$ cat src/hdl/ean8_pkg.sv
`timescale 1ns / 1ps
`default_nettype none
package ean8_pkg;

	localparam int POSITION_WIDTH_DEF = 16;

	localparam int MODULES_TOTAL = 67;
	localparam int GUARD_SIDE    = 3;
	localparam int GUARD_CENTRE  = 5;
	localparam int DIGIT_MODULES = 7;
	localparam int HALF_DIGITS   = 4;
	localparam int DIGITS_TOTAL  = 8;
	localparam int CENTRE_LO     = GUARD_SIDE + HALF_DIGITS * DIGIT_MODULES;
	localparam int CENTRE_HI     = CENTRE_LO + GUARD_CENTRE;
	localparam int END_LO        = MODULES_TOTAL - GUARD_SIDE;

	// Configuration register indexes.
	localparam logic CFG_MARGIN_PIXELS = 1'b0;
	localparam logic CFG_MODULE_WIDTH  = 1'b1;

	localparam logic [6:0] LEFT_CODES [10] = '{
		7'h0D, 7'h19, 7'h13, 7'h3D, 7'h23, 7'h31, 7'h2F, 7'h3B, 7'h37, 7'h0B
	};

	typedef struct packed {
		logic [3:0] digit;
		logic [2:0] digit_position;
		logic       matched;
		logic       last_digit;
	} res_t;

	typedef struct packed {
		logic       ok;
		logic [3:0] digit;
	} match_t;

	function automatic logic is_data_module(input logic [6:0] m);
		return ((m >= 7'(GUARD_SIDE)) && (m < 7'(CENTRE_LO))) ||
			((m >= 7'(CENTRE_HI)) && (m < 7'(END_LO)));
	endfunction

	// True on the seventh module of a digit group.
	function automatic logic is_digit_end(input logic [6:0] m);
		logic hit;
		hit = 1'b0;
		for (int k = 0; k < HALF_DIGITS; k++) begin
			if (m == 7'(GUARD_SIDE + DIGIT_MODULES * k + DIGIT_MODULES - 1))
				hit = 1'b1;
			if (m == 7'(CENTRE_HI + DIGIT_MODULES * k + DIGIT_MODULES - 1))
				hit = 1'b1;
		end
		return hit;
	endfunction

	// The right half uses the complement of the left-hand codes.
	function automatic match_t match_pattern(input logic [6:0] pat, input logic right_half);
		match_t r;
		logic [6:0] code;
		r = '0;
		for (int j = 9; j >= 0; j--) begin
			code = right_half ? ~LEFT_CODES[j] : LEFT_CODES[j];
			if (code == pat) begin
				r.ok    = 1'b1;
				r.digit = 4'(j);
			end
		end
		return r;
	endfunction

endpackage
`default_nettype wire

$ cat src/hdl/ean8_seq.sv
`timescale 1ns / 1ps
`default_nettype none
module ean8_seq #(
	parameter int POSITION_WIDTH = ean8_pkg::POSITION_WIDTH_DEF
) (
	input  wire logic             clk,
	input  wire logic             arst_n,
	input  wire logic             step,
	input  wire logic             pixel,
	input  wire logic             row_start,
	input  wire logic [9:0]       margin_pixels,
	input  wire logic [5:0]       module_width,
	output ean8_pkg::res_t        res,
	output logic                  res_valid
);

	logic [POSITION_WIDTH-1:0] pixel_position_q, next_sample_q;
	logic [6:0]                module_index_q, pattern_q;
	logic [3:0]                digit_count_q;

	logic [POSITION_WIDTH-1:0] pp, nsp, width_ext;
	logic [6:0]                mi, pat, pat_shift;
	logic [3:0]                dc;
	logic                      sample, data, group_end;
	ean8_pkg::match_t          hit;

	always_comb begin
		// A row start clears the counters for the pixel that carries it.
		pp  = row_start ? '0 : pixel_position_q;
		nsp = row_start ? POSITION_WIDTH'(margin_pixels) : next_sample_q;
		mi  = row_start ? '0 : module_index_q;
		pat = row_start ? '0 : pattern_q;
		dc  = row_start ? '0 : digit_count_q;

		width_ext = (module_width == '0) ? POSITION_WIDTH'(1) : POSITION_WIDTH'(module_width);
		sample    = (mi < 7'(ean8_pkg::MODULES_TOTAL)) && (pp == nsp);
		data      = ean8_pkg::is_data_module(mi);
		group_end = ean8_pkg::is_digit_end(mi);
		pat_shift = {pat[5:0], pixel};
		hit       = ean8_pkg::match_pattern(pat_shift, dc[2]);

		res.digit          = hit.digit;
		res.digit_position = dc[2:0];
		res.matched        = hit.ok;
		res.last_digit     = (dc[2:0] == 3'(ean8_pkg::DIGITS_TOTAL - 1));
		res_valid          = step && sample && data && group_end;
	end

	always_ff @(posedge clk or negedge arst_n) begin
		if (!arst_n) begin
			pixel_position_q <= '0;
			next_sample_q    <= '0;
			module_index_q   <= '0;
			pattern_q        <= '0;
			digit_count_q    <= '0;
		end else if (step) begin
			pixel_position_q <= pp + POSITION_WIDTH'(1);
			next_sample_q    <= nsp;
			module_index_q   <= mi;
			pattern_q        <= pat;
			digit_count_q    <= dc;
			if (sample) begin
				next_sample_q  <= nsp + width_ext;
				module_index_q <= mi + 7'd1;
				if (data) begin
					pattern_q <= group_end ? '0 : pat_shift;
					if (group_end)
						digit_count_q <= dc + 4'd1;
				end
			end
		end
	end

	property p_index_bounded;
		@(posedge clk) disable iff (!arst_n)
		module_index_q <= 7'(ean8_pkg::MODULES_TOTAL);
	endproperty
	assert property (p_index_bounded) else $error("module index ran past the end guard");

	property p_eight_digits;
		@(posedge clk) disable iff (!arst_n)
		digit_count_q <= 4'(ean8_pkg::DIGITS_TOTAL);
	endproperty
	assert property (p_eight_digits) else $error("more than eight digits in a row");

endmodule
`default_nettype wire

$ cat src/hdl/ean8_out.sv
`timescale 1ns / 1ps
`default_nettype none
module ean8_out (
	input  wire logic           clk,
	input  wire logic           arst_n,
	input  wire logic           load,
	input  wire ean8_pkg::res_t res,
	input  wire logic           take,
	output logic                valid,
	output ean8_pkg::res_t      res_q
);

	logic valid_q;

	always_ff @(posedge clk or negedge arst_n) begin
		if (!arst_n)
			valid_q <= 1'b0;
		else if (load)
			valid_q <= 1'b1;
		else if (take)
			valid_q <= 1'b0;
	end

	always_ff @(posedge clk) begin
		if (load)
			res_q <= res;
	end

	assign valid = valid_q;

	// A new result is loaded only when the register is empty or being drained.
	property p_no_overwrite;
		@(posedge clk) disable iff (!arst_n)
		load |-> (!valid_q || take);
	endproperty
	assert property (p_no_overwrite) else $error("pending result overwritten");

endmodule
`default_nettype wire

$ cat src/hdl/ean8_row_decoder_core.sv
`timescale 1ns / 1ps
`default_nettype none
// Channel | Fields (lowest bit first)                        | Accepted when
// s       | tdata: pixel, 7 zero bits; tuser: row_start      | s_tvalid && s_tready
// m       | tdata: digit[3:0], digit_position[6:4], 0; tuser: | m_tvalid && m_tready
//         | matched; tlast: last_digit                       |
// cfg     | cfg_index: 0 margin_pixels, 1 module_width       | cfg_we
//
// One pixel per cycle is taken while s_tready is high; a result is presented
// on m once the pixel that completes its digit has been accepted into the
// input register, stepped through the row sequencer and its result written
// to the result register.
// Reset clears the row counters; margin_pixels resets to 0, module_width to 1.
// While a result waits with m_tready low, one more pixel is held in the
// input register and then s_tready drops.
module ean8_row_decoder_core #(
	parameter int POSITION_WIDTH = ean8_pkg::POSITION_WIDTH_DEF
) (
	input  wire logic       clk,
	input  wire logic       arst_n,
	input  wire logic       s_tvalid,
	output logic            s_tready,
	input  wire logic [7:0] s_tdata,   // pixel
	input  wire logic       s_tuser,   // row_start
	output logic            m_tvalid,
	input  wire logic       m_tready,
	output logic [7:0]      m_tdata,   // digit, digit_position
	output logic            m_tuser,   // matched
	output logic            m_tlast,
	input  wire logic       cfg_we,
	input  wire logic       cfg_index,
	input  wire logic [9:0] cfg_wdata
);

	logic [9:0] margin_q;
	logic [5:0] width_q;
	logic       valid_s1, pixel_s1, start_s1;
	logic       advance, step, res_valid;
	ean8_pkg::res_t res, res_q;

	always_ff @(posedge clk or negedge arst_n) begin
		if (!arst_n) begin
			margin_q <= '0;
			width_q  <= 6'd1;
		end else if (cfg_we) begin
			case (cfg_index)
				ean8_pkg::CFG_MARGIN_PIXELS: margin_q <= cfg_wdata;
				ean8_pkg::CFG_MODULE_WIDTH:  width_q  <= cfg_wdata[5:0];
				default: ;
			endcase
		end
	end

	assign advance  = !m_tvalid || m_tready;
	assign step     = valid_s1 && advance;
	assign s_tready = !valid_s1 || advance;

	always_ff @(posedge clk or negedge arst_n) begin
		if (!arst_n)
			valid_s1 <= 1'b0;
		else if (s_tready)
			valid_s1 <= s_tvalid;
	end

	always_ff @(posedge clk) begin
		if (s_tready && s_tvalid) begin
			pixel_s1 <= s_tdata[0];
			start_s1 <= s_tuser;
		end
	end

	ean8_seq #(.POSITION_WIDTH(POSITION_WIDTH)) u_seq (
		.clk           (clk),
		.arst_n        (arst_n),
		.step          (step),
		.pixel         (pixel_s1),
		.row_start     (start_s1),
		.margin_pixels (margin_q),
		.module_width  (width_q),
		.res           (res),
		.res_valid     (res_valid)
	);

	ean8_out u_out (
		.clk    (clk),
		.arst_n (arst_n),
		.load   (res_valid),
		.res    (res),
		.take   (m_tready),
		.valid  (m_tvalid),
		.res_q  (res_q)
	);

	assign m_tdata = {1'b0, res_q.digit_position, res_q.digit};
	assign m_tuser = res_q.matched;
	assign m_tlast = res_q.last_digit;

	property p_last_is_eighth;
		@(posedge clk) disable iff (!arst_n)
		(m_tvalid && m_tlast) |-> (m_tdata[6:4] == 3'(ean8_pkg::DIGITS_TOTAL - 1));
	endproperty
	assert property (p_last_is_eighth) else $error("last flag on a digit other than the eighth");

	property p_unmatched_zero;
		@(posedge clk) disable iff (!arst_n)
		(m_tvalid && !m_tuser) |-> (m_tdata[3:0] == 4'd0);
	endproperty
	assert property (p_unmatched_zero) else $error("unmatched digit is not zero");

	property p_s1_holds;
		@(posedge clk) disable iff (!arst_n)
		(valid_s1 && !advance) |=> (valid_s1 && $stable(pixel_s1) && $stable(start_s1));
	endproperty
	assert property (p_s1_holds) else $error("stalled pixel lost from input register");

endmodule
`default_nettype wire

$ cat config.mk
export PLATFORM = sky130hd
export DESIGN_NAME = ean8_row_decoder_core
export DESIGN_NICKNAME = d
export VERILOG_FILES = /design/src/hdl/ean8_pkg.sv /design/src/hdl/ean8_seq.sv /design/src/hdl/ean8_out.sv /design/src/hdl/ean8_row_decoder_core.sv
export SDC_FILE = /design/constraint.sdc
export NUM_CORES = 1
export LEC_CHECK = 0
export BUFFER_PORTS_ARGS = -buffer_cell sky130_fd_sc_hd__buf_2
export CAP_MARGIN = 10
export CELL_PAD_IN_SITES_DETAIL_PLACEMENT = 1
export CELL_PAD_IN_SITES_GLOBAL_PLACEMENT = 1
export CORE_MARGIN = 8
export CORE_UTILIZATION = 40
export CTS_CLUSTER_SIZE = 20
export DETAILED_ROUTE_END_ITERATION = 7
export HOLD_SLACK_MARGIN = 0.12
export PLACE_DENSITY_LB_ADDON = 0.25
export SLEW_MARGIN = 10
export SYNTH_ARGS = -nofsm -noshare
export SYNTH_HDL_FRONTEND = slang
export SYNTH_SLANG_ARGS = --single-unit
$ cat constraint.sdc
create_clock -name clk -period 11.1 [get_ports clk]
set_input_delay 2.22 -clock clk [delete_from_list [all_inputs] [get_ports clk]]
set_output_delay 2.22 -clock clk [all_outputs]
set_load 0.02 [all_outputs]
### Word-level counts from Yosys, hierarchy flattened

Cells that the tools add are included.

* bitwise logic cells: 1
* equality and inequality tests: 20
* multiplexer cells: 43
* $lt $le $gt $ge: 5
* reduce and logical (&&, ||, !) cells: 21
* $add $sub $neg: 4

Operators by type and width (count)
* 7-bit two-way mux: 16
* 7-bit == test: 10
* 16-bit two-way mux: 3
* 7-bit by 6-bit == test with 1-bit output (second input constant): 4
* 7-bit by 5-bit == test with 1-bit output (second input constant): 3
* 4-bit two-way mux: 5
* 16-bit by 1-bit adder with 16-bit output (second input constant): 1
* 16-bit adder: 1
* 16-bit == test: 1
* 7-bit < comparator (second input constant): 2
* 3-bit two-way mux: 4
* 1-bit two-way mux: 11
* 9-bit OR reduction: 1
* 1-bit logical AND: 8
* 8-bit OR reduction: 1
* 7-bit by 1-bit adder with 7-bit output (second input constant): 1
* 7-bit by 4-bit == test with 1-bit output (second input constant): 1
* 7-bit by 2-bit >= comparator with 1-bit output (second input constant): 1
* 7-bit by 6-bit >= comparator with 1-bit output (second input constant): 1
* 7-bit by 5-bit < comparator with 1-bit output (second input constant): 1
* 6-bit logical NOT: 1
* 6-bit two-way mux: 1
* 5-bit two-way mux: 1
* 4-bit by 1-bit adder with 4-bit output (second input constant): 1
* 9 further kinds: 14

* bits in registers: 79
* input port bits: 25

### Longest topological paths before layout

Gate-level depths: netlist of run 1.

* depth in word-level cells: 13
* mapped depth: 13
* mapped depth without buffers: 11

### Cells and area by module

A second synthesis of run 1 with hierarchy kept.

* cell total of the unflattened synthesis: 484
* area total of the unflattened synthesis: 4648.2 um^2

Modules (own cells, without submodules)
* ean8_seq: area an instance 3601.0 um^2, cells an instance 427, sequential area each 1201.2 um^2, instances 1
* ean8_row_decoder_core: area an instance 740.7 um^2, cells an instance 45, sequential area each 486.7 um^2, instances 1
* ean8_out: area an instance 306.5 um^2, cells an instance 12, sequential area each 295.3 um^2, instances 1

### Least setup slack after synthesis of run 1

OpenSTA, ideal clock, no wires.

* path type: input-to-output
* start point: in m_tready
* end point: out s_tready
* path buffers: 0
* data arrival time: 2.498 ns
* required time: 8.880 ns
* setup slack: 6.382 ns
* cell stages on the path: 1
* cells stage by stage: nand3b_1

* cells in the longest elaborated chain, start to end: 2

RTL lines
* from (decl): line ean8_row_decoder_core.sv:26 `input wire logic m_tready,`
* 1-bit logical OR: line ean8_row_decoder_core.sv:54 `assign advance = !m_tvalid || m_tready;`
* 1-bit logical OR: line ean8_row_decoder_core.sv:56 `assign s_tready = !valid_s1 || advance;`
* to (decl): line ean8_row_decoder_core.sv:22 `output logic s_tready,`

No other way between the ends.

### Worst setup path after layout of run 1

Ends and elaborated chain as after synthesis.

==> summary.txt, run 1 <==
number of synthesized flops with an enable pin - 11
main combinational cell family by area after synthesis - compound AO/OA/AOI/OAI gates
dpl cells - 641
via count - 3900
first-pass GRT wire length - 21900 um
Final Cycle Share - 44.2%
Initial Utilization - 40.2%
compound-gate portion of the synthesized area - 20.4%
DRT Wirelength - 12700 um
Die W - 125 um
post-DP HPWL - 8910 um
Post-Syn Nets - 532
# Max-Cap Violations - 0
Ports - 37
GR peak layer - met2
sequential fraction of the synthesis area - 41.7%
Post-Synth Simple-Gate Area - 19.1%
Iter 0 DRT Violations - 243
CTS sink count - 77
status - complete, no violations
Setup crit end kind - output port
Core Area - 11800 sq um
Layout Cells excl Fill - 657
Final Worst Setup Slack - 6.19 ns
power per cell area - 154 nW/um^2
top cell type's share of synthesized area - 34.2%
Via-to-Cell Ratio - 5.94
Fillers - 1360
Post-Synth Adder-Cell Area - 2.53%
met3 Resource Use GR - 4.97%
H-tree Lvls - 3
worst reg2reg setup slack - 7.42 ns
drt wl/cell - 19.4 um
port bufs - 28
Site Rows - 40
minimum clock period - 4.91 ns
Setup-failing EPs final - 0
Mapped Cells - 498
commonest non-fill, non-tap cells in the layout - dfrtp_1, nand2_1, a21oi_1, buf_2, o21ai_0
CTS tree - built
FF+latch count, synth - 77
Pleak - 2.12 nW
CP Class - primary input to output port
final hold vios - 0
setup_tns - 0 ns
asr flop ratio synth - 85.7%
total track usage - 17.3%
Max Clk Rate - 204 MHz
met2 Use GR - 29.6%
multi-input gate area in the final layout - 2520 sq um
Antenna diodes - 0
Chip Height - 125 um
DR DRC count - 0
RSZ-0062 raised after global routing - no
Global Route met1 Usage - 20.3%
layout cells sized above 1 - 15.3%
post-cts sizing count - 0
Hold WC Path Type - flip-flop to flip-flop
post-synthesis mux area share - 6.69%
CP max FO - 3
synthesized area - 4750 sq um
initial antenna violation count - 0
die footprint - 15600 sq um
vias in the first global route - 4233
Max clock buf depth - 2
root buf cell - clkbuf_16
Worst-path clk slew - 0.06 ns
dominant synthesized flop cell - dfrtp_1
Final ANT Viol Nets - 0
Syn-to-layout area delta - 10.3%
startpoint types - primary input
largest net degree at the start of global routing - 67
final slew viol count - 0
YS warnings - 0
Rel. slew slack - 38.4%
sequential cell area - 1980 sq um
nets - 539
area leader, netlist - dfrtp_1
Worst-Skew Late Latency - 0.35 ns
Final Wtd Congestion - 0.781
worst slack, placed - 6.19 ns
Least-Margin Pin Slew - 0.925 ns
top cells by area, synth - dfrtp_1, edfxtp_1, mux2_2
CP Data Required Time - 8.88 ns
grt total ovfl - 0
Critical Path AT - 2.69 ns
Synth Area in XOR/XNOR - 4.24%
hold_buf cts - 0
TritonCTS buffer count - 9
Mapped Avg Cell Area - 9.54 sq um
# Post-CTS Setup Buffers - 0
Synth cell types - 75
peak supply drop - 0.124 mV
Setup Skew - 0.00829 ns
commonest non-fill, non-tap cell in the layout - dfrtp_1
first-pass iteration count of the detailed router - 4
==> per-layer routing <==
layer / vias up / part of all wire [%]
li1: 1854 / -
met1: 1955 / 44
met2: 71 / 50
met3: 20 / 4.0
met4: 0 / 1.9
met5: - / 0
==> power by group <==
part	switching, mW	total [mW]	internal [mW]
sequential	0.0334	0.346	0.312
clock	0.116	0.308	0.192
combinational	0.0876	0.153	0.0656
==> sequential cells by signal, indices dropped and copies added, names as in the netlist <==
signal                  cells
u_out.res_q                 9
u_seq.pixel_position_q     16
width_q                     6
u_seq.next_sample_q        16
margin_q                   10
u_seq.module_index_q        7
u_out.valid                 1
pixel_s1                    1
start_s1                    1
u_seq.digit_count_q         3
valid_s1                    1
u_seq.pattern_q             6
==> logic make-up after synthesis <==
logic type                 Yosys count
AOI/OAI and AO/OA                  136
xor gates and xnor gates            23
adders and majority gates            9
buffers and inverters               55
DFF                                 77
muxes                               29
other                                1
and+or+nand+nor                    168
==> critical path, stage by stage <==
cell      delay (ns)
buf_2           0.10
nand3b_1        0.18
buf_2           0.18
==> final timing paths <==
check / start / to / cells after the start
max in group asynchronous: arst_n / u_seq.next_sample_q[9] / 2
min reg2reg: u_seq.digit_count_q[0] / u_seq.digit_count_q[0] / 1
min in group asynchronous: arst_n / u_seq.pattern_q[5] / 2
min: u_seq.digit_count_q[0] / u_seq.digit_count_q[0] / 1
max: m_tready / s_tready / 3
max reg2reg: u_seq.pixel_position_q[9] / u_out.res_q[0] / 6
==> cell usage after synthesis, types with 11 or more instances <==
| cell type | instances |
|---|---|
| nor2_1 | 23 |
| xor2_1 | 12 |
| edfxtp_1 | 11 |
| clkbuf_1 | 27 |
| nand3_1 | 17 |
| dfrtp_1 | 65 |
| nor3_1 | 14 |
| mux2_2 | 22 |
| o21ai_0 | 26 |
| a31oi_1 | 11 |
| nor2b_1 | 12 |
| inv_1 | 18 |
| a21oi_1 | 28 |
| nand2_1 | 46 |
| xnor2_1 | 11 |
==> layout make-up <==
type                            instances  area share, %
Inverter                               19           1.36
Multi-Input combinational cell        366           48.1
Sequential cell                        77           37.8
Tap cell                              147           3.51
Clock buffer                           13           5.16
Timing Repair Buffer                   32           3.25
Clock inverter                          3          0.812
==> stage by stage <==
stage / hold WS, ns / cell area [sq um] / power (mW) / util, %
floorplan: 0.440 / 4750 / 0.461 / -
global placement: 0.456 / 4930 / 0.494 / 41.7
detailed placement: 0.512 / 4930 / 0.504 / 41.7
CTS: 0.520 / 5240 / 0.817 / 44.4
global route: 0.538 / 5240 / 0.852 / 44.4
finish: 0.510 / 5240 / 0.807 / 44.4
(Power assumes the default switching activity.)
==> run 2, diff against run 1 <==
clock period = 4.5 ns   (was 11.1 ns; I/O delays follow)
==> summary.txt, run 2 (synthesis gave the netlist of run 1 again) <==
port bufs - 28 (unchanged)
minimum clock period - 3.31 ns
TritonCTS buffer count - 9 (unchanged)
status - complete, no violations
Max clock buf depth - 2 (unchanged)
largest net degree at the start of global routing - 50 (-25%)
Clock Power Share - 39.3% (+1.1 points)
RSZ-0062 raised after global routing - no
post-DP HPWL - 9150 um (+2.7%)
Via-to-Cell Ratio - 6.00 (+1.1%)
DR DRC count - 0 (unchanged)
Setup-failing EPs final - 0 (unchanged)
# Post-CTS Setup Buffers - 0 (unchanged)
Slowest cell on crit path - nor4b_4
first-pass GRT wire length - 21700 um (-0.60%)
power per cell area - 385 nW/um^2 (+150%)
family with the most delay on the worst path - simple AND/OR/NAND/NOR gates
Core Area - 11800 sq um (unchanged)
CTS sink count - 77 (unchanged)
crit path cell chain - buf_12 -> clkinv_1 -> buf_4 -> o21ai_0 -> o21a_1 -> nor3_4 -> nand2_4 -> nor4b_4
final hold vios - 0 (unchanged)
total track usage - 17.1% (-0.24 points)
final slew viol count - 0 (unchanged)
initial antenna violation count - 0 (unchanged)
Hold WC Path Type - flip-flop to flip-flop
drt wl/cell - 19.4 um (+0.13%)
stages on the worst setup path - 8 (+5)
Initial Utilization - 40.2% (unchanged)
startpoint types - flip-flop
Rel. slew slack - 29.8% (-8.5 points)
power after layout - 2.03 mW (+150%)
root buf cell - clkbuf_16
CP Data Required Time - 4.47 ns (-4.41 ns)
Max Clk Rate - 302 MHz
hold_buf cts - 0 (unchanged)
WHS - 0.481 ns (-0.0291 ns)
H-tree Lvls - 3 (unchanged)
Final Cycle Share - 73.5%
Final ANT Viol Nets - 0 (unchanged)
multi-input gate area in the final layout - 2520 sq um (unchanged)
Die W - 125 um (unchanged)
Syn-to-layout area delta - 11.3%
sw power - 596 uW (+150%)
Pleak - 2.14 nW (+0.93%)
Buf/Inv on CP - 3 (+1)
Worst-Skew Late Latency - 0.34 ns (about the same)
delay of the slowest cell on the worst path - 0.78 ns (+0.60 ns)
DRT Wirelength - 12800 um (+0.59%)
worst reg2reg setup slack - 1.19 ns (-6.23 ns)
# Max-Cap Violations - 0 (unchanged)
Setup crit end kind - flip-flop
vias in the first global route - 4277 (+1.0%)
Least-Margin Pin Slew - 1.05 ns (+0.128 ns)
setup_tns - 0 ns (unchanged)
peak supply drop - 0.240 mV (+94%)
commonest non-fill, non-tap cells in the layout - dfrtp_1, nand2_1, a21oi_1, buf_2, o21ai_0
nets - 542 (+0.56%)
R2R cell count - 8 (+2)
post-cts sizing count - 0 (unchanged)
layout cells sized above 1 - 15.8% (+0.50 points)
Antenna diodes - 0 (unchanged)
Iter 0 DRT Violations - 257 (+5.8%)
Setup Skew - 0.00632 ns (-0.00198 ns)
sequential cell area - 1980 sq um (unchanged)
die footprint - 15600 sq um (unchanged)
Worst-path clk slew - 0.06 ns (about the same)
CP Class - flip-flop to flip-flop
final core occ - 44.8% (+0.41 points)
Critical Path AT - 3.28 ns (+0.59 ns)
grt total ovfl - 0 (unchanged)
Fillers - 1320 (-2.9%)
Final Wtd Congestion - 0.823 (+5.5%)
commonest non-fill, non-tap cell in the layout - dfrtp_1
CTS tree - built
CP max FO - 49 (+46)
sequential power share - 42.0% (-0.8 points)
worst hold path depth - 1 (unchanged)
via count - 3962 (+1.6%)
power share of the combinational group - 18.7% (-0.3 points)
Net Sw Frac - 29.3% (-0.045 points)
Chip Height - 125 um (unchanged)
first-pass iteration count of the detailed router - 5 (+1)
Internal Power - 1.44 mW (+150%)
Ports - 37 (unchanged)
Site Rows - 40 (unchanged)
top flop regs - u_seq.next_sample_q: 16 flops, u_seq.pixel_position_q: 16 flops, margin_q: 10 flops
==> run 2: cell types whose count changed in the layout (fill, tap and decap cells not counted) <==
cell,before,now
buf_4,4,6
clkbuf_8,3,1
clkinv_2,1,0
bufinv_16,1,2
clkinvlp_4,1,2
buf_12,0,1
clkinv_4,0,1
==> run 2: layout make-up <==
| cell class | instances | share of cell area (%) |
|---|---|---|
| clock buffers | 11 | 4.59 |
| clock inverters | 5 | 1.59 |
| inverters | 19 | 1.35 |
| multi-input cells | 366 | 47.6 |
| flip-flops and latches | 77 | 37.5 |
| well taps | 147 | 3.48 |
| repair buffers | 35 | 3.88 |
==> run 2: metal layers <==
metal / up-vias / global-route usage [%] / wire length, um
li1: 1857 / - / -
met4: 0 / 6.95 / 268
met3: 21 / 3.70 / 489
met5: - / 0 / 0
met1: 2008 / 20.2 / 5680
met2: 76 / 29.4 / 6360
==> run 2: stage by stage <==
step,setup slack [ns],cells,cell area [sq um]
after floorplan,0.940,498,4750
after detailed placement,1.22,644,4960
final,1.19,660,5290
after global placement,1.31,644,4960
after CTS,1.19,660,5290
after global routing,1.07,660,5290
==> run 2: path summary, 6_finish.rpt <==
kind,startpoint,endpoint
worst max-delay path,start_s1,u_out.res_q[3]
worst min-delay path,u_seq.digit_count_q[0],u_seq.digit_count_q[0]
worst max register to register,start_s1,u_out.res_q[3]
worst min register to register,u_seq.digit_count_q[0],u_seq.digit_count_q[0]
max in group asynchronous,arst_n,u_seq.next_sample_q[3]
min in group asynchronous,arst_n,u_seq.digit_count_q[0]
==> run 2: power groups by stage <==
stage               clock, mW  combinational [mW]  sequential, mW
finish                  0.800               0.379           0.855
global route            0.844               0.430           0.866
global placement            0               0.364           0.861
CTS                     0.819               0.384           0.854
detailed placement          0               0.382           0.867
floorplan                   0               0.306           0.831
==> run 2: worst register-to-register path: stages, from the launching register on <==
cell	delay, ns
edfxtp_1	0.44
buf_12	0.22
clkinv_1	0.13
buf_4	0.30
o21ai_0	0.15
o21a_1	0.22
nor3_4	0.47
nand2_4	0.23
nor4b_4	0.78
==> run 3, diff against run 2 <==
clock period = 3.4 ns   (was 4.5 ns; I/O delays follow)
==> summary.txt, run 3 (synthesis gave the netlist of run 1 again) <==
total track usage - 17.3% (+0.25 points)
initial antenna violation count - 0 (unchanged)
H-tree Lvls - 3 (unchanged)
final slew viol count - 0 (unchanged)
Worst-Skew Late Latency - 0.35 ns (about the same)
Least-Margin Pin Slew - 0.892 ns (-0.161 ns)
Iter 0 DRT Violations - 297 (+16%)
# Max-Cap Violations - 0 (unchanged)
largest net degree at the start of global routing - 67 (+34%)
dpl cells - 649 (+0.78%)
met2 Use GR - 30.2% (+0.86 points)
DRT Wirelength - 13000 um (+1.8%)
hold_buf cts - 0 (unchanged)
power after layout - 2.75 mW (+35%)
Max Clk Rate - 309 MHz (+2.2%)
peak supply drop - 0.380 mV (+58%)
power per cell area - 515 nW/um^2 (+34%)
die footprint - 15600 sq um (unchanged)
minimum clock period - 3.24 ns (-0.0711 ns)
Global Route met1 Usage - 19.8% (-0.42 points)
setup_tns - 0 ns (unchanged)
CTS sink count - 77 (unchanged)
vias in the first global route - 4276 (-0.023%)
drt wl/cell - 19.6 um (+1.0%)
Layout Cells excl Fill - 665 (+0.76%)
post-DP HPWL - 9240 um (+0.98%)
met3 Resource Use GR - 4.59% (+0.89 points)
# Post-CTS Setup Buffers - 0 (unchanged)
Setup-failing EPs final - 0 (unchanged)
Site Rows - 40 (unchanged)
Initial Utilization - 40.2% (unchanged)
RSZ-0062 raised after global routing - no
Hold WC Path Type - flip-flop to flip-flop
Antenna diodes - 0 (unchanged)
worst reg2reg startpoint - start_s1
Via-to-Cell Ratio - 5.98 (-0.45%)
Die W - 125 um (unchanged)
port bufs - 28 (unchanged)
Chip Height - 125 um (unchanged)
CTS tree - built
Ports - 37 (unchanged)
final hold vios - 0 (unchanged)
status - complete, no violations
CP Data Required Time - 3.69 ns (-0.78 ns)
startpoint types - flip-flop
Max clock buf depth - 2 (unchanged)
Final Wtd Congestion - 0.893 (+8.4%)
TritonCTS buffer count - 9 (unchanged)
Pleak - 2.17 nW (+1.5%)
Final Cycle Share - 95.2% (+22 points)
Setup crit end kind - flip-flop
DR DRC count - 0 (unchanged)
first-pass GRT wire length - 21800 um (+0.54%)
root buf cell - clkbuf_16
Fillers - 1352 (+2.4%)
Setup Skew - 0.00460 ns (-0.00172 ns)
nets - 547 (+0.92%)
CP max FO - 8 (-84%)
first-pass iteration count of the detailed router - 4 (-1)
commonest non-fill, non-tap cells in the layout - dfrtp_1, nand2_1, a21oi_1, buf_2, o21ai_0
commonest non-fill, non-tap cell in the layout - dfrtp_1
Core Area - 11800 sq um (unchanged)
Rel. slew slack - 40.6% (+11 points)
min-delay src - u_seq.digit_count_q[0]
CP Class - flip-flop to flip-flop
post-cts sizing count - 0 (unchanged)
grt total ovfl - 0 (unchanged)
GR peak layer - met2
Final ANT Viol Nets - 0 (unchanged)
Critical path origin - start_s1
layout cells sized above 1 - 16.8% (+1.0 points)
Critical Path AT - 3.52 ns (+0.24 ns)
Worst-path clk slew - 0.06 ns (about the same)
top flop regs - u_seq.next_sample_q: 16 flops, u_seq.pixel_position_q: 16 flops, margin_q: 10 flops
Syn-to-layout area delta - 12.2%
via count - 3974 (+0.30%)
[run 3: final timing paths]
path / to / slack, ns / depth (start not counted)
max: u_seq.next_sample_q[8] / 0.16 / 10
min: u_seq.digit_count_q[0] / 0.47 / 1
max reg2reg: u_seq.next_sample_q[8] / 0.16 / 10
min reg2reg: u_seq.digit_count_q[0] / 0.47 / 1
max in group asynchronous: u_seq.pixel_position_q[15] / 2.27 / 2
min in group asynchronous: u_seq.pattern_q[5] / 0.53 / 2
[run 3: power by group]
part	leakage [nW]	internal, mW	total (mW)	switching (mW)
clock	0.163	0.706	1.10	0.397
combinational	1.05	0.223	0.503	0.280
sequential	0.953	1.02	1.14	0.122
total	2.17	1.95	2.75	0.799
[run 3: through the flow]
step                setup slack [ns]  hold slack [ns]  cell area, sq um  util [%]
CTS                            0.193            0.482              5330      45.1
detailed placement             0.248            0.465              4990      42.2
global placement               0.375            0.460              4990      42.2
finish                         0.164            0.473              5330      45.1
floorplan                     0.0507            0.384              4750         -
global route                  0.0284            0.496              5330      45.1
[run 3: worst max-delay path, cell delays in order (launching register included)]
cell	delay [ns]
edfxtp_1	0.62
mux2_2	0.40
ha_1	0.24
fa_1	0.44
a211oi_1	0.35
o21bai_1	0.14
a21o_1	0.26
nor4b_1	0.17
a311oi_1	0.39
a31oi_1	0.08
nand2_1	0.07
[run 3: area by class of cell]
class / instances / area (sq um) / area share [%]
clock buffers: 11 / 264 / 4.95
repair buffers: 40 / 230 / 4.32
flip-flops and latches: 77 / 1980 / 37.2
multi-input cells: 366 / 2520 / 47.2
well taps: 147 / 184 / 3.45
clock inverters: 5 / 80.1 / 1.50
inverters: 19 / 71.3 / 1.34
[run 3: routing by layer]
metal,part of all wire [%],wire length (um),vias up
li1,-,-,1865
met1,44,5700,2031
met2,50,6570,63
met3,4.3,562,15
met4,1.4,185,0
met5,0,0,-
